## src/hw/rtl/lu_ram.sv

```systemverilog
// ----------------------------------------------------------------------------
// lu_ram
// Simple dual-port RAM: one write port, one read port with registered data.
// ----------------------------------------------------------------------------
module lu_ram #(
    parameter int WIDTH = 32,
    parameter int DEPTH = 16
) (
    input  logic                     i_clk,
    input  logic                     i_we,
    input  logic [$clog2(DEPTH)-1:0] i_waddr,
    input  logic [WIDTH-1:0]         i_wdata,
    input  logic [$clog2(DEPTH)-1:0] i_raddr,
    output logic [WIDTH-1:0]         o_rdata
);
    logic [WIDTH-1:0] r_mem [DEPTH];
    logic [WIDTH-1:0] r_rdata;

    always_ff @(posedge i_clk) begin
        if (i_we) begin
            r_mem[i_waddr] <= i_wdata;
        end
        r_rdata <= r_mem[i_raddr];
    end

    assign o_rdata = r_rdata;
endmodule

```

## config.mk

```make
export PLATFORM = sky130hd
export DESIGN_NAME = lu_ram
export DESIGN_NICKNAME = d
export VERILOG_FILES = /design/src/hw/rtl/lu_ram.sv
export SDC_FILE = /design/constraint.sdc
export NUM_CORES = 1
export LEC_CHECK = 0
export ABC_CLOCK_PERIOD_IN_PS = 3100
export BUFFER_PORTS_ARGS = -buffer_cell sky130_fd_sc_hd__clkbuf_2
export CAP_MARGIN = 30
export CORE_UTILIZATION = 38
export DETAILED_ROUTE_END_ITERATION = 8
export GPL_ROUTABILITY_DRIVEN = 0
export HOLD_SLACK_MARGIN = 0.06
export REMOVE_ABC_BUFFERS = 1
export SYNTH_ARGS = -nofsm -noshare
export SYNTH_HDL_FRONTEND = slang
export SYNTH_SLANG_ARGS = --single-unit
```

## constraint.sdc

```tcl
create_clock -name i_clk -period 3.1 [get_ports i_clk]
set_clock_uncertainty 0.05 [all_clocks]
set_input_delay 0.155 -clock i_clk [delete_from_list [all_inputs] [get_ports i_clk]]
set_output_delay 0.155 -clock i_clk [all_outputs]
set_load 0.01 [all_outputs]
```

* Yosys cells after proc, flatten, opt, wreduce, memory -nomap -nowiden
Memories as Yosys holds them, arrays and structs flattened. A register that Yosys moved wholly into a read port is not among the register bits. Cells that the tools add are included.
Word-level totals: memories 1, RAM bits 512, logic and storage cells 3, flip-flop bits (word level) 0
Memory list:
- r_mem | words 16, bits a word 32, read ports 1, clocked after Yosys merged registers in 1, wr ports 1, RTL line 16 | logic [WIDTH-1:0] r_mem [DEPTH];
Operators by class: mux-type cells 2
Operators by type and width (count):
- two-way mux 1 bit | 2

* Longest topological paths before layout
Gate-level depths: netlist of run 1.
depth in word-level cells 2, mapped depth 5

* Least setup slack after synthesis of run 1
Ideal clock, no wire load.
path type input to register, start point in i_waddr[2], end point mem r_mem[0][0], enable pin, data arrival time 2873 ps, stages 2, library setup time 461 ps, slack -285 ps, cells stage by stage or3b_2 -> nor3_1
RTL lines:
- start: declaration | RTL line 11 | input logic [$clog2(DEPTH)-1:0] i_waddr,
- end: declaration | RTL line 16
Straight into the memory's write port.

==> impl_metrics.env, run 1 <==
export IMPL_status="complete, no violations"
export IMPL_utilization=0.457
export IMPL_hpwl_mm=22.6
export IMPL_fp_dieH_um=231
export IMPL_worst_setup_path_type="register to register"
export IMPL_rows=83
export IMPL_yosysWarningCount=0
export IMPL_ys_ff_latch=544
export IMPL_clkLatencyLatePin_ps=590
export IMPL_finalHoldViolCount=0
export IMPL_grt_pass1_wl_mm=61.7
export IMPL_final_cells=1714
export IMPL_fin_setup_tns_ps=0
export IMPL_initial_core_util=0.385
export IMPL_slowest_delay_ps=470
export IMPL_antenna_found_initial=3
export IMPL_cts_path_max_buffers=3
export IMPL_ios=74
export IMPL_grt_total_usage=0.159
export IMPL_die_x_um=231
export IMPL_wirelength_mm=41.3
export IMPL_ant_nets=0
export IMPL_first_global_vias=9620
export IMPL_syn_inst=838
export IMPL_drt_iter0_drc=867
export IMPL_root_buffer="clkbuf_16"
export IMPL_syn_cell_area_mm2=0.0199
export IMPL_wl_per_cell_um=24.1
export IMPL_htreeDepth=2
export IMPL_gr_total_overflow=0
export IMPL_cts_sinks=544
export IMPL_critPathSlowestCell="mux4_2"
export IMPL_max_cap_violations=0
export IMPL_crit_arrival_ps=1950
export IMPL_ctsResizeCount=0
export IMPL_cp_max_fo=1
export IMPL_drive_gt1_frac=0.337
export IMPL_vdd_ir_drop_max_mv=0.388
export IMPL_power_density_mw_per_mm2=665
export IMPL_fin_crit_sh=0.500
export IMPL_crit_family="multiplexers"
export IMPL_grt_max_degree=48
export IMPL_drc=0
export IMPL_max_slew_margin_rel=0.373
export IMPL_first_pass_iters=5
export IMPL_fmax_ghz=0.645
export IMPL_die_area_mm2=0.0532
export IMPL_nets=1030
export IMPL_syn_to_final_growth_pct=18.5
export IMPL_core_mm2=0.0515
export IMPL_rsz0062_at_grt="false"
export IMPL_critPathBufInv=0
export IMPL_io_buffers=73
export IMPL_whs_ps=130
export IMPL_min_path_type="input pin to register"
export IMPL_ys_seq_area_frac=0.807
export IMPL_required_ps=3500
export IMPL_fill_cells=4350
export IMPL_via_per_inst=5.27
export IMPL_placed_area_mm2=0.0214
export IMPL_maxSlewViolCount=0
export IMPL_vias=9033
export IMPL_tightest_slew_ps=939
export IMPL_cts_buffers=53
export IMPL_finalSetupViolations=0
export IMPL_leakagePower_nw=7.58
export IMPL_final_area_mm2=0.0235
export IMPL_clkTransAtPathRegs_ps=60
export IMPL_worstPathCellList="mux4_2 -> a22oi_1 -> nand2_1"
export IMPL_end_kind="register"
export IMPL_synth_cell_types=18
export IMPL_syn_area_per_cell_um2=23.7
export IMPL_fin_crit_ps=1550
export IMPL_startpoint_type="register"
export IMPL_cts_tree="yes"
export IMPL_place_inst=1581
-- sequential cells by signal (all words and copies together) (netlist names) --
name,count
r_mem,512
o_rdata,32
-- placed cells by master (no fill, tap or decap), types with 2 or more instances in the layout --
| cell type | synthesis | routed |
|---|---|---|
| a22oi_1 | 64 | 64 |
| buf_12 | 0 | 12 |
| buf_4 | 11 | 22 |
| bufinv_16 | 0 | 6 |
| clkbuf_1 | 17 | 3 |
| clkbuf_16 | 0 | 55 |
| clkbuf_2 | 0 | 71 |
| clkbuf_8 | 0 | 6 |
| clkinv_1 | 0 | 3 |
| clkinv_2 | 0 | 18 |
| clkinv_4 | 0 | 2 |
| clkinvlp_4 | 0 | 5 |
| dfxtp_1 | 32 | 32 |
| diode_2 | 0 | 2 |
| dlygate4sd3_1 | 0 | 32 |
| edfxtp_1 | 512 | 512 |
| inv_6 | 0 | 2 |
| mux4_2 | 128 | 128 |
| nand2_1 | 33 | 33 |
| nand2b_1 | 2 | 2 |
| nand3b_1 | 2 | 2 |
| nor2_4 | 0 | 13 |
| nor2b_4 | 0 | 2 |
| nor3_2 | 0 | 4 |
-- per-layer routing --
layer / global-route usage / wire length [um]
met4: 0.0464 / 785
met3: 0.0305 / 2270
met5: 0 / 10
met2: 0.246 / 19100
met1: 0.229 / 19100
-- metrics by stage --
step                      worst slack [ps]  total power, mW
final                                 1550             15.6
after detailed placement               959             9.19
after CTS                             1540             15.8
after global routing                  1450             16.1
after global placement                1020             9.17
after floorplan                       -285             8.76
-- worst paths after layout --
kind	slack (ps)	cells after the start	to	start
max	1550	3	o_rdata[12]	r_mem[3][12]
min	130	4	o_rdata[16]	i_raddr[2]
max reg2reg	1550	3	o_rdata[12]	r_mem[3][12]
min reg2reg	620	3	o_rdata[0]	r_mem[14][0]
-- repair_timing --
item | CTS | global route
hold buffers | 32 | 0
buffers inserted | 0 | 0
endpoints found under the hold margin | 512 | 0
endpoints found under the setup margin | 0 | 0
-- cells by family (layout without fill, tap and decap cells) --
logic type / count (synthesis) / in the layout / synth area share
buf+inv: 43 / 237 / 0.0112
mux: 128 / 128 / 0.145
flops: 544 / 544 / 0.807
compound gates: 64 / 64 / 0.0242
simple gates: 59 / 59 / 0.0127
other cells: 0 / 2 / 0
-- synthesized netlist by cell type (all sizes together) --
cell type  count  area (um2)
nor2          13        48.8
nand2b         2        12.5
and2           1        6.26
nand3          1        5.00
buf           26         159
nand3b         2        15.0
a22oi         64         480
or3b           1        8.76
mux4         128        2880
nor3           4        20.0
edfxtp       512       15400
nand2         33         124
nor2b          2        12.5
clkbuf        17        63.8
dfxtp         32         641
-- final cells by class --
class / count / area [um2] / share of cell area
flip-flops and latches: 544 / 16000 / 0.681
multi-input cells: 251 / 3750 / 0.159
clock buffers: 63 / 1460 / 0.0619
repair buffers: 138 / 1090 / 0.0465
well taps: 680 / 851 / 0.0362
clock inverters: 36 / 354 / 0.0151
diodes: 2 / 5.00 / 0.000213
-- power by group --
| group | switching, mW | internal [mW] |
|---|---|---|
| Combinational | 0.439 | 0.333 |
| Clock | 2.73 | 3.86 |
| Sequential | 0.0519 | 8.22 |
| Total | 3.22 | 12.4 |
-- tightest hold or removal path, delay by kind of cell --
| kind | cells | cell delay, ps |
|---|---|---|
| AO/OA/AOI/OAI | 1 | 180 |
| AND/OR/NAND/NOR | 2 | 200 |
| buffers and inverters | 1 | 160 |
No activity file was read; power rests on OpenSTA's default activity.
==> run 2, diff against run 1 <==
--- a/config.mk
+++ b/config.mk
@@ -5,7 +5,7 @@
 export SDC_FILE = /design/constraint.sdc
 export NUM_CORES = 1
 export LEC_CHECK = 0
-export ABC_CLOCK_PERIOD_IN_PS = 3100
+export ABC_CLOCK_PERIOD_IN_PS = 1500
 export BUFFER_PORTS_ARGS = -buffer_cell sky130_fd_sc_hd__clkbuf_2
 export CAP_MARGIN = 30
 export CORE_UTILIZATION = 38
==> constraint.sdc (replaced) <==
create_clock -name i_clk -period 1.5 [get_ports i_clk]
set_clock_uncertainty 0.05 [all_clocks]
set_input_delay 0.075 -clock i_clk [delete_from_list [all_inputs] [get_ports i_clk]]
set_output_delay 0.075 -clock i_clk [all_outputs]
set_load 0.01 [all_outputs]
==> run 2 against run 1 <==
Against the previous run: sequential share of layout area decreased by 1.5 points; cell area up 2.3%; critical path type unchanged; non-clock buffer count grew 39; sequential power up 110%; largest cell class unchanged; via count increased by 1.3%; cell count rose by 2.1%; register-to-register slack worse by 1500 ps; global-route usage increased by 0.058 points; critical path depth is the same; maximum frequency grew 8.5%; first-iteration DRC count fell by 15%; utilization up 1.1 points.
==> impl_metrics.env, run 2 (synthesis gave the netlist of run 1 again) <==
export IMPL_via_per_inst=5.23
export IMPL_vdd_ir_drop_max_mv=0.788
export IMPL_io_buffers=73
export IMPL_ff2ff_setup_slack_ps=70
export IMPL_htreeDepth=2
export IMPL_ctsResizeCount=0
export IMPL_rows=83
export IMPL_core_mm2=0.0515
export IMPL_cts_buffers=53
export IMPL_largest_register_ffs=512
export IMPL_r2r_cells=3
export IMPL_fill_cells=4246
export IMPL_fmax_ghz=0.700
export IMPL_cts_path_max_buffers=3
export IMPL_finalSetupViolations=0
export IMPL_status="complete, no violations"
export IMPL_power_density_mw_per_mm2=1300
export IMPL_syn_to_final_growth_pct=21.2
export IMPL_wl_per_cell_um=23.7
export IMPL_r2r_start="r_mem[3][26]"
export IMPL_clkLatencyLatePin_ps=590
export IMPL_ios=74
export IMPL_min_from="i_waddr[1]"
export IMPL_rsz0062_at_grt="false"
export IMPL_worst_setup_path_type="register to register"
export IMPL_whs_ps=127
export IMPL_startpoint_type="register"
export IMPL_grt_total_usage=0.159
export IMPL_clkTransAtPathRegs_ps=60
export IMPL_max_slew_margin_rel=0.590
export IMPL_drc=0
export IMPL_cts_tree="yes"
export IMPL_pre_cts_ws_ps=-172
export IMPL_root_buffer="clkbuf_16"
export IMPL_first_global_vias=9749
export IMPL_gr_total_overflow=0
export IMPL_drive_gt1_frac=0.340
export IMPL_first_pass_iters=5
export IMPL_cp_max_fo=1
export IMPL_hpwl_mm=23.4
export IMPL_fp_dieH_um=231
export IMPL_hold_depth=4
export IMPL_layout_common_cells="edfxtp_1 (512), mux4_2 (128), clkbuf_2 (71), a22oi_1 (64), clkbuf_16 (55)"
export IMPL_die_area_mm2=0.0532
export IMPL_crit_arrival_ps=1850
export IMPL_antenna_found_initial=1
export IMPL_min_path_type="input pin to register"
export IMPL_tightest_slew_ps=615
export IMPL_leakagePower_nw=7.79
export IMPL_timing_rr_end="o_rdata[26]"
export IMPL_finalHoldViolCount=0
export IMPL_min_to="r_mem[10][24]"
export IMPL_largest_register="r_mem"
export IMPL_cts_sinks=544
export IMPL_maxSlewViolCount=0
export IMPL_fin_crit_ps=1430
export IMPL_layout_commonest_cell="edfxtp_1"
export IMPL_antennaDiodeCount=0
export IMPL_postCtsSetupRepairBufs=0
export IMPL_setup_ws_ps=70.4
export IMPL_max_cap_violations=0
export IMPL_vias=9146
export IMPL_die_x_um=231
export IMPL_grt_pass1_wl_mm=62.2
export IMPL_drt_iter0_drc=736
export IMPL_grt_max_degree=33
export IMPL_nets=1069
export IMPL_fin_crit_sh=0.953
export IMPL_initial_core_util=0.385
export IMPL_end_kind="register"
export IMPL_ant_nets=0
export IMPL_required_ps=1920
export IMPL_wirelength_mm=41.4
[run 2: worst max-delay path by stage]
stage / cells past startpoint / startpoint / to
floorplan: 2 / i_waddr[2] / r_mem[0][0]
global placement: 6 / i_raddr[0] / o_rdata[27]
detailed placement: 6 / i_raddr[0] / o_rdata[27]
CTS: 3 / r_mem[3][26] / o_rdata[26]
global route: 3 / r_mem[3][26] / o_rdata[26]
finish: 3 / r_mem[3][26] / o_rdata[26]
[run 2: power breakdown]
part / internal, mW / switching, mW / leakage [nW]
logic: 0.815 / 0.940 / 2.10
registers: 17.0 / 0.110 / 4.89
clock network: 7.08 / 5.35 / 0.788
[run 2: routing by layer]
| layer | GRT usage | part of all wire | wire length, um | vias to the layer above |
|---|---|---|---|---|
| li1 | - | - | - | 3954 |
| met1 | 0.229 | 0.45 | 18800 | 4869 |
| met2 | 0.249 | 0.47 | 19500 | 257 |
| met3 | 0.0263 | 0.052 | 2170 | 64 |
| met4 | 0.0505 | 0.023 | 942 | 2 |
| met5 | 0 | 0.00031 | 13 | - |
[run 2: area by class of cell]
| cell class | instances | area [um2] | area share |
|---|---|---|---|
| timing repair buffer | 177 | 1840 | 0.0764 |
| sequential | 544 | 16000 | 0.665 |
| clock inverter | 15 | 106 | 0.00442 |
| tap | 680 | 851 | 0.0353 |
| multi-input combinational | 251 | 3750 | 0.156 |
| clock buffer | 83 | 1510 | 0.0628 |
[run 2: through the flow]
stage / utilization / TNS, ps / cell area [um2] / power, mW / std cells
floorplan: - / -465950 / 19600 / 18.1 / 795
global placement: 0.430 / -13610 / 22100 / 19.1 / 1620
detailed placement: 0.430 / -15360 / 22100 / 19.1 / 1620
CTS: 0.467 / 0 / 24100 / 31.6 / 1750
global route: 0.467 / 0 / 24100 / 32.2 / 1750
finish: 0.467 / 0 / 24100 / 31.3 / 1750
[run 2: what timing repair did]
action                                 in CTS  in global routing
endpoints found under the hold margin     512                  0
setup endpoints to repair                   0                  0
hold buffers                               32                  0
[run 2: critical path, cell delays in order (launching register included)]
cell,delay (ps)
edfxtp_1,360
mux4_2,470
a22oi_1,350
nand2_1,90
