===== src/hw/rtl/lu_pkg.sv =====
// ----------------------------------------------------------------------------
// lu_pkg
// Shared types, constants and fixed-point helpers of the LU linear solver.
// ----------------------------------------------------------------------------
package lu_pkg;

    localparam logic signed [31:0] QMAX = 32'sh7FFF_FFFF;
    localparam logic signed [31:0] QMIN = 32'sh8000_0000;

    localparam logic [4:0] MSIZE_RST = 5'd16;

    // register indexes on the configuration port
    localparam logic REG_MSIZE = 1'b0;
    localparam logic REG_THR   = 1'b1;

    typedef enum logic [5:0] {
        ST_LOAD,
        ST_INIT,
        ST_PV_RD, ST_PV_CMP, ST_PV_CHK,
        ST_SW_RA, ST_SW_RB, ST_SW_WA, ST_SW_WB,
        ST_OS_RA, ST_OS_RB, ST_OS_WA, ST_OS_WB,
        ST_EL_RP, ST_EL_RA, ST_EL_DIV, ST_EL_DW,
        ST_RK_RJ, ST_RK_RI, ST_RK_MUL, ST_RK_WR,
        ST_FW_RO, ST_FW_RR, ST_FW_ACC, ST_FW_RD, ST_FW_MUL, ST_FW_SAT, ST_FW_SUB,
        ST_FW_WR,
        ST_BK_RY, ST_BK_ACC, ST_BK_RD, ST_BK_MUL, ST_BK_SAT, ST_BK_SUB,
        ST_BK_RDG, ST_BK_DIV, ST_BK_DW,
        ST_EM_RD, ST_EM_OUT,
        ST_SING
    } t_state;

    typedef struct packed {
        logic               start;
        logic signed [31:0] num;
        logic signed [31:0] den;
    } t_div_req;

    typedef struct packed {
        logic               done;
        logic signed [31:0] quot;
    } t_div_rsp;

    function automatic logic [31:0] mag32(input logic signed [31:0] v);
        return v[31] ? 32'(-v) : 32'(v);
    endfunction

    function automatic logic signed [31:0] sat_sub(input logic signed [31:0] a,
                                                   input logic signed [31:0] b);
        logic signed [32:0] d;
        d = 33'(a) - 33'(b);
        if (d[32] != d[31]) begin
            return d[32] ? QMIN : QMAX;
        end
        return d[31:0];
    endfunction

endpackage


===== src/hw/rtl/lu_div.sv =====
// ----------------------------------------------------------------------------
// lu_div
// Fixed-point divider: (num << FRAC_BITS) / den, truncated toward zero and
// saturated to 32 bits. Restoring radix-2, one quotient bit per cycle.
// ----------------------------------------------------------------------------
module lu_div import lu_pkg::*; #(
    parameter int FRAC_BITS = 16
) (
    input  logic     i_clk,
    input  logic     i_rst_n,
    input  t_div_req i_req,
    output t_div_rsp o_rsp
);
    localparam int NW   = 32 + FRAC_BITS;
    localparam int CNTW = $clog2(NW);

    logic            r_busy;
    logic            r_fin;
    logic [CNTW-1:0] r_cnt;
    logic [NW-1:0]   r_num;
    logic [31:0]     r_den;
    logic [31:0]     r_rem;
    logic            r_neg;

    logic [32:0]        trial;
    logic [32:0]        diff;
    logic               ge;
    logic               over_pos;
    logic               over_neg;
    logic signed [31:0] quot;

    assign trial = {r_rem, r_num[NW-1]};
    assign diff  = trial - {1'b0, r_den};
    assign ge    = (trial >= {1'b0, r_den});

    always_ff @(posedge i_clk) begin
        if (!i_rst_n) begin
            r_busy <= 1'b0;
            r_fin  <= 1'b0;
        end else if (i_req.start) begin
            r_busy <= 1'b1;
            r_fin  <= 1'b0;
        end else if (r_busy && (r_cnt == CNTW'(NW - 1))) begin
            r_busy <= 1'b0;
            r_fin  <= 1'b1;
        end else begin
            r_fin  <= 1'b0;
        end
    end

    always_ff @(posedge i_clk) begin
        if (i_req.start) begin
            r_num <= {mag32(i_req.num), FRAC_BITS'(0)};
            r_den <= mag32(i_req.den);
            r_rem <= '0;
            r_neg <= i_req.num[31] ^ i_req.den[31];
            r_cnt <= '0;
        end else if (r_busy) begin
            r_rem <= ge ? diff[31:0] : trial[31:0];
            r_num <= {r_num[NW-2:0], ge};
            r_cnt <= r_cnt + 1'b1;
        end
    end

    assign over_pos = |r_num[NW-1:31];
    assign over_neg = (|r_num[NW-1:32]) || (r_num[31] && (|r_num[30:0]));

    always_comb begin
        if (r_neg) begin
            quot = over_neg ? QMIN : -$signed(r_num[31:0]);
        end else begin
            quot = over_pos ? QMAX : $signed(r_num[31:0]);
        end
    end

    assign o_rsp.done = r_fin;
    assign o_rsp.quot = quot;
endmodule


===== config.mk =====
export PLATFORM = sky130hd
export DESIGN_NAME = lu_div
export DESIGN_NICKNAME = d
export VERILOG_FILES = /design/src/hw/rtl/lu_pkg.sv /design/src/hw/rtl/lu_div.sv
export SDC_FILE = /design/constraint.sdc
export NUM_CORES = 1
export LEC_CHECK = 0
export BUFFER_PORTS_ARGS = -buffer_cell sky130_fd_sc_hd__buf_2
export CORE_ASPECT_RATIO = 1.1
export CORE_UTILIZATION = 54
export CTS_CLUSTER_DIAMETER = 60
export DETAILED_ROUTE_END_ITERATION = 6
export PLACE_DENSITY_LB_ADDON = 0.25
export SYNTH_ARGS = -nofsm -noshare
export SYNTH_HDL_FRONTEND = slang
export SYNTH_SLANG_ARGS = --single-unit

===== constraint.sdc =====
create_clock -name i_clk -period 3 [get_ports i_clk]
set_clock_uncertainty 0.2 [all_clocks]
set_input_delay 0.6 -clock i_clk [delete_from_list [all_inputs] [get_ports i_clk]]
set_output_delay 0.6 -clock i_clk [all_outputs]
set_load 0.03 [all_outputs]

After elaboration in Yosys (flattened, before gate mapping)
Cells that the tools add are included.

word-level totals
  register bits after elaboration = 121
  word-level logic and storage cells = 38

operators by class
  $add $sub $neg = 5
  order comparisons = 1
  eq/ne operators = 1
  muxes and demuxes = 11
  bitwise operators = 2
  reduce and logical (&&, ||, !) cells = 9

operator list
  cell                                                           count
  32-bit two-way mux                                             5
  48-bit two-way mux                                             2
  32-bit negator                                                 3
  33-bit by 32-bit >= comparator with 1-bit output               1
  32-bit subtractor                                              1
  31-bit two-way mux                                             1
  31-bit OR reduction                                            1
  17-bit OR reduction                                            1
  16-bit OR reduction                                            1
  6-bit by 1-bit adder with 6-bit output, second input constant  1
  6-bit == test, second input constant                           1
  2-bit nonzero test                                             2
  1-bit two-way mux                                              3
  1-bit logical AND                                              2
  2-bit OR reduction                                             1
  1-bit logical OR                                               1
  1-bit NOT                                                      1
  1-bit XOR                                                      1

Depth between registers and ports, before layout
Gate-level depths: netlist of run 1.

  depth after elaboration = 5
  gate-level depth with buffers = 13

Worst setup path before layout of run 1
Ideal clock, no wire load.

  path type = flip-flop to output port
  start point = register r_num[0]
  end point = output o_rsp[10] (netlist bit)
  arrival time = 3.048 ns
  required time = 2.200 ns
  setup slack = -0.848 ns
  stages on the path, launching flop included = 9
  cell sequence = dfxtp_1 inv_1 ha_1 or4b_2 nor2_1 and4_1 a21oi_1 or2_1 o311ai_0

RTL lines
  item                    line          text
  from (decl)             lu_div.sv:20  logic [NW-1:0] r_num;
  from (signal assigned)  lu_div.sv:53  r_num <= {mag32(i_req.num), FRAC_BITS'(0)};
  from (signal assigned)  lu_div.sv:60  r_num <= {r_num[NW-2:0], ge};
  to (decl)               lu_div.sv:12  output t_div_rsp o_rsp

==> results of run 1 <==
path summary, 6_finish.rpt:
kind / depth (start not counted) / startpoint / end / slack [ns]
max: 8 / r_num[5] / o_rsp[27] / -0.86
min: 3 / i_rst_n / r_busy / 0.19
max reg2reg: 15 / r_den[4] / r_rem[23] / -0.23
min reg2reg: 2 / r_cnt[5] / r_cnt[5] / 0.29
kinds of logic (layout without fill, tap and decap cells):
family / count (synthesis) / after routing / synth area share
AOI/OAI and AO/OA: 289 / 290 / 0.2292
xor gates and xnor gates: 88 / 88 / 0.08653
adders and majority gates: 37 / 37 / 0.05282
buffers and inverters: 119 / 396 / 0.06040
DFF: 121 / 121 / 0.3450
muxes: 20 / 20 / 0.02247
other: 0 / 2 / 0
and+or+nand+nor: 364 / 365 / 0.2035
power by group through the flow:
| stage | logic [mW] | clock network (mW) | registers, mW |
|---|---|---|---|
| global route | 2.00 | 2.00 | 2.00 |
| detailed placement | 1.50 | 0 | 2.00 |
| global placement | 1.47 | 0 | 2.00 |
| finish | 1.90 | 1.92 | 1.99 |
| CTS | 1.69 | 1.92 | 1.97 |
| floorplan | 0.969 | 0 | 1.99 |
sequential cells by signal, indices dropped and copies added, names as in the netlist:
register,count
r_cnt,6
r_neg,1
r_busy,1
r_rem,32
r_den,32
r_fin,1
r_num,48
per-stage QoR:
stage / util / total power, mW / setup WS (ns) / TNS, ns / hold slack (ns)
floorplan: - / 2.960 / -0.3288 / -3.994 / 0.2366
global placement: 0.6982 / 3.467 / -0.3915 / -11.90 / 0.2543
detailed placement: 0.6982 / 3.503 / -0.4864 / -15.75 / 0.2848
CTS: 0.7993 / 5.589 / -0.7936 / -23.17 / 0.1841
global route: 0.8235 / 6.006 / -0.8948 / -32.91 / 0.1962
finish: 0.8238 / 5.805 / -0.8608 / -28.73 / 0.1853
per-layer routing:
| metal | part of all wire | vias up | GRT usage |
|---|---|---|---|
| met5 | 0 | - | 0 |
| met3 | 0.059 | 125 | 0.04652 |
| li1 | - | 4362 | - |
| met4 | 0.046 | 0 | 0.1687 |
| met1 | 0.38 | 4600 | 0.3722 |
| met2 | 0.51 | 493 | 0.5844 |
synthesized netlist by cell type, types with 4 or more instances:
cell type  count
nand2_1      131
o21ai_0       90
nor2_1        77
edfxtp_1      65
dfxtp_1       56
inv_1         55
a21oi_1       47
xnor2_1       47
xor2_1        41
clkbuf_1      40
ha_1          36
nand3_1       26
nor3_1        22
o31ai_1       21
mux2i_1       20
nor4_1        18
a311oi_2      16
o211a_1       15
a21o_1        14
or3_1         14
nand4_1       12
nand2b_1      11
a31oi_1       10
o311ai_1      10
buf_2          8
or2_2          8
nor2b_1        7
o41ai_1        7
a211oi_1       6
a32oi_1        6
buf_6          6
o21a_1         6
o21ai_1        6
o311ai_0       6
or4_1          6
and3_1         4
and4_1         4
o211ai_1       4
layout make-up:
class                   count  area (sq um)
diodes                      2         5.005
clock buffers              18         439.2
clock inverters            14         113.9
fillers                   906          2804
inverters                  55         209.0
multi-input cells         800          6506
flip-flops and latches    121          3079
well taps                 200         250.2
repair buffers            309          2509
timing repair:
item	in CTS	in global routing
hold endpoints to repair	0	0
pin swaps	64	64
resized for setup	176	103
setup endpoints to repair	65	68
setup buffers	24	18
gates cloned	10	0
worst max-delay path: stages, from the launching register on:
cell	delay (ns)
dfxtp_2	0.32
or4_4	0.54
nor4_4	0.36
nand4_2	0.16
or3_4	0.38
nand2b_2	0.23
nor3_1	0.34
o311ai_4	0.14
buf_6	0.16
==> results.toml, run 1 <==
[placement]
dpl_cell_area_sq_mm = 0.01111
dp_hpwl_microns = 17450
numPlacedInstances = 1443
port-buffer-count = 99
gp_congestion = 0.9000

[clock_network]
cts_buffers = 17
cts_max_level = 4
cts-hold-fix-buffers = 0
cts.clk_slew.worst_paths_ns = 0.06
cts_tree = "built"
clk_latency_ns = 0.43
cts_root_buf = "clkbuf_16"
clock-sinks = 121
clockBufferDepth = 2

[drt]
avgRoutedWirePerCell_microns = 19.55
ant_nets = 0
drtIter0Drc = 1030
num_vias = 9580
via_per_inst = 6.307
drc = 0
totalWireLength_microns = 29690
firstDrtPassIters = 6

[final_layout]
final_cell_mix = "buf_4, nand2_1, nor2_1"
fin_area_sq_mm = 0.01311
final_common_cell = "buf_4"
area_growth_pct = 47.20
fin_nets = 1408
layout.cells.non_filler = 1519
layout-drive-gt1-share = 0.4085

[die]
core_sq_mm = 0.01592
fp.dieW_microns = 124.5
start_util = 0.5597
dieArea_sq_mm = 0.01701
io_pins = 100
rows = 48
fp.dieH_microns = 136.7

[global_routing]
grt_pass1_vias = 8949
grt_max_degree = 43
grt_pass1_wl_microns = 43610
track_usage = 0.3232
gr-total-overflow = 0
antenna_found_initial = 2

[timing]
tightest_slew_ns = 1.114
timing.final.ws_setup_ns = -0.8608
setup_viol = 65
fmax_mhz = 259.0
min_period_over_period = 1.287
maxSlewHeadroom = 0.2547
grt_setup_unrepaired = "yes"
final-hold-violation-count = 0
period_needed_ns = 3.861
maxSlewViolCount = 0

[yosys]
synth_area_sq_mm = 0.008907
yosysTopAreaCell = "edfxtp_1"
synth_warnings = 0
synth-seq-cells = 121
ys_dominant_reg_cell = "edfxtp_1"
synth.avg_cell_area_sq_um = 8.581
synth.distinct_cells = 75
syn_inst = 1038
synth_edf_count = 65
async_flop_share = 0
synth_top_area_share = 0.2191
yosysSeqAreaShare = 0.3450
syn-num-nets = 1142
ys_top_cells_by_area = "edfxtp_1, dfxtp_1, nand2_1"

[pwr]
p_switching_mw = 1.981
switching_share = 0.3413
intPower_mw = 3.824
p_seq_frac = 0.342
ir_worst_vdd_mv = 0.4228
power.share.clock = 0.331
cellLeakagePower_nw = 5.501
p_per_area_mw_per_mm2 = 442.7
combPwrFrac = 0.327

[outcome]
violations = "setup timing"
status = "finished with violations"

[critical_path]
critical_path_arrival_ns = 3.06
crit_path_end_kind = "primary output"
crit_type = "flop to primary output"
critical_path.max_fanout = 4
required_ns = 2.20
startpoint_type = "flop"

[run]
maxCapViolCount = 0

[min_path]
min_path_type = "input pin to flop"
No activity file was read; power rests on OpenSTA's default activity.
==> run 2: changes to the inputs <==
--- a/config.mk
+++ b/config.mk
@@ -5,9 +5,10 @@
 export SDC_FILE = /design/constraint.sdc
 export NUM_CORES = 1
 export LEC_CHECK = 0
+export ABC_AREA = 1
 export BUFFER_PORTS_ARGS = -buffer_cell sky130_fd_sc_hd__buf_2
 export CORE_ASPECT_RATIO = 1.1
-export CORE_UTILIZATION = 54
+export CORE_UTILIZATION = 55
 export CTS_CLUSTER_DIAMETER = 60
 export DETAILED_ROUTE_END_ITERATION = 6
 export PLACE_DENSITY_LB_ADDON = 0.25
==> run 2 against run 1 <==
Net effect:
- the flow still finishes with violations (setup timing)
- via count rose by 12%
- hold slack improved by 0.019 ns
- critical path depth rose by 3
- register-to-register slack improved by 0.54 ns
- combinational power fell by 46%
- synthesized area rose by 14%
- sequential cell count did not move
- utilization fell by 15 points
- first-iteration DRC count fell by 31%
- maximum frequency rose by 24%
==> results.toml, run 2 <==
[yosys]
async_flop_share = 0
syn-num-nets = 1703
synth_top_area_share = 0.1915
yosysTopAreaCell = "edfxtp_1"
synth_warnings = 0
synth_top_cells_by_count = "nand2_1, inv_1, nor2_1"
syn_inst = 1599
synth-seq-cells = 121
synth.distinct_cells = 47
synth_area_sq_mm = 0.01019
yosysSeqAreaShare = 0.3015
synth_edf_count = 65
yosys.cell_count.top_type = "nand2_1"
ys_dominant_reg_cell = "edfxtp_1"
ys_top_cells_by_area = "edfxtp_1, nand2_1, dfxtp_1"
synth.avg_cell_area_sq_um = 6.373

[timing]
maxSlewHeadroom = 0.4731
min_period_over_period = 1.034
fmax_mhz = 322.4
timing.final.ws_setup_ns = -0.1020
tightest_slew_ns = 0.7895
final-hold-violation-count = 0
maxSlewViolCount = 0
setup_viol = 13
grt_setup_unrepaired = "yes"
period_needed_ns = 3.102

[critical_path]
path_common_cell = "nor2_2"
worst_path_max_delay_cell = "edfxtp_1"
path_cells = "nor2_2, nand2_1, nor2_2, nand3_1, o21ai_2, nand2_2, nor2_4, buf_6, nand3_2, o211ai_1, buf_4"
crit_path_end_kind = "primary output"
slowest_delay_ns = 0.43
critical_path_arrival_ns = 2.30
worst-path-buf-inv = 2
startpoint_type = "flop"
critical_path.max_fanout = 5
required_ns = 2.20
crit_type = "flop to primary output"
critPathTopFamily = "simple AND/OR/NAND/NOR gates"

[clock_network]
clock-sinks = 121
cts_max_level = 4
clockBufferDepth = 2
clk_latency_ns = 0.42
cts_buffers = 17
cts.clk_slew.worst_paths_ns = 0.06
cts_tree = "built"
cts-hold-fix-buffers = 0
cts_root_buf = "clkbuf_16"

[global_routing]
grt_max_degree = 56
gr-total-overflow = 0
grt_pass1_vias = 10220
grt_pass1_wl_microns = 47320
track_usage = 0.3107
antenna_found_initial = 7

[drt]
num_vias = 10710
routed-wl-met2_microns = 14120
drtIter0Drc = 709
drc = 0
via_per_inst = 5.388
firstDrtPassIters = 5
ant_nets = 0
highest_layer = "met5"
totalWireLength_microns = 29420
avgRoutedWirePerCell_microns = 14.80
drt-met1-wl_microns = 12360
met3WireLength_microns = 1646

[run]
maxCapViolCount = 0

[die]
fp.dieH_microns = 144.8
core_sq_mm = 0.01793
io_pins = 100
rows = 51
fp.dieW_microns = 131.8
start_util = 0.5683
dieArea_sq_mm = 0.01908

[placement]
gp_congestion = 0.9696
dp_hpwl_microns = 21780
port-buffer-count = 99
post-place-ws_ns = 0.1073
numPlacedInstances = 1914

[final_layout]
top_regs = "r_num: 48 flops, r_den: 32 flops, r_rem: 32 flops"
layout.cells.non_filler = 1988
largest_reg_flops = 48
final_common_cell = "nand2_1"
layout-drive-gt1-share = 0.1551
fin_nets = 1832
final_cell_mix = "nand2_1, inv_1, nor2_1"
largest_register = "r_num"
area_growth_pct = 19.18

[min_path]
min_path_type = "input pin to flop"

[outcome]
status = "finished with violations"
violations = "setup timing"

[pwr]
ir_worst_vdd_mv = 0.4139
p_per_area_mw_per_mm2 = 424.5
cellLeakagePower_nw = 6.168
==> run 2: cell types whose count changed in the layout (fill, tap and decap cells not counted), sizes merged, moves of 26 or more <==
| cell | delta |
|---|---|
| nor2 | +64 |
| xnor2 | -29 |
| buf | -162 |
| nand2 | +369 |
| nand3 | +97 |
| nand3b | +26 |
| inv | +215 |
==> run 2: cell families after synthesis <==
family	synth area share
simple gates	0.3673
fa+ha+maj	0.04616
flops	0.3015
compound gates	0.1037
xor+xnor	0.05930
buf+inv	0.1219
==> run 2: timing repair <==
item,in CTS,in global routing
buffers inserted,26,7
hold endpoints to repair,0,0
gates resized for setup,55,74
endpoints found under the setup margin,32,32
pin swaps,14,13
==> run 2: area by class of cell <==
type	instances	area [sq um]
multi-input cells	1160	6087
fillers	1552	5786
flip-flops and latches	121	3073
inverters	278	1049
repair buffers	150	974.7
clock buffers	22	506.7
well taps	238	297.8
clock inverters	10	135.1
diodes	9	22.52
==> run 2: power by group <==
part	internal [mW]	switching (mW)	total, mW
combinational	0.354	0.665	1.02
clock	1.45	0.769	2.22
sequential	1.87	0.0544	1.92
==> run 2: final timing paths <==
check	from	to	slack (ns)	cells after the start
setup / recovery	r_num[20]	o_rsp[29]	-0.10	11
hold / removal	i_req[0]	r_den[0]	0.20	1
setup reg to reg	r_den[8]	r_rem[23]	0.31	14
hold reg to reg	r_rem[3]	r_rem[3]	0.27	2
==> run 2: metrics by stage <==
stage,hold WS (ns),utilization,setup TNS [ns],instance area [sq um],power [mW]
floorplan,0.2428,-,0,10190,2.568
global placement,0.2573,0.6096,0,10930,2.843
detailed placement,0.2587,0.6096,0,10930,2.854
CTS,0.1902,0.6644,-0.1366,11910,5.109
global route,0.1948,0.6765,-3.430,12130,5.347
finish,0.2045,0.6773,-0.3196,12150,5.156
==> run 2: worst reg2reg max path, delay by kind of cell, from the launching register on <==
kind / cells / cell delay (ns)
adder cells (fa/ha/maj): 1 / 0.37
flip-flops: 1 / 0.34
buffers and inverters: 1 / 0.06
AND/OR/NAND/NOR: 12 / 1.68
==> run 2: per-layer routing <==
| layer | vias up | global-route usage |
|---|---|---|
| met5 | - | 0 |
| met2 | 376 | 0.5564 |
| met3 | 88 | 0.05085 |
| li1 | 5372 | - |
| met1 | 4874 | 0.3556 |
| met4 | 2 | 0.1732 |
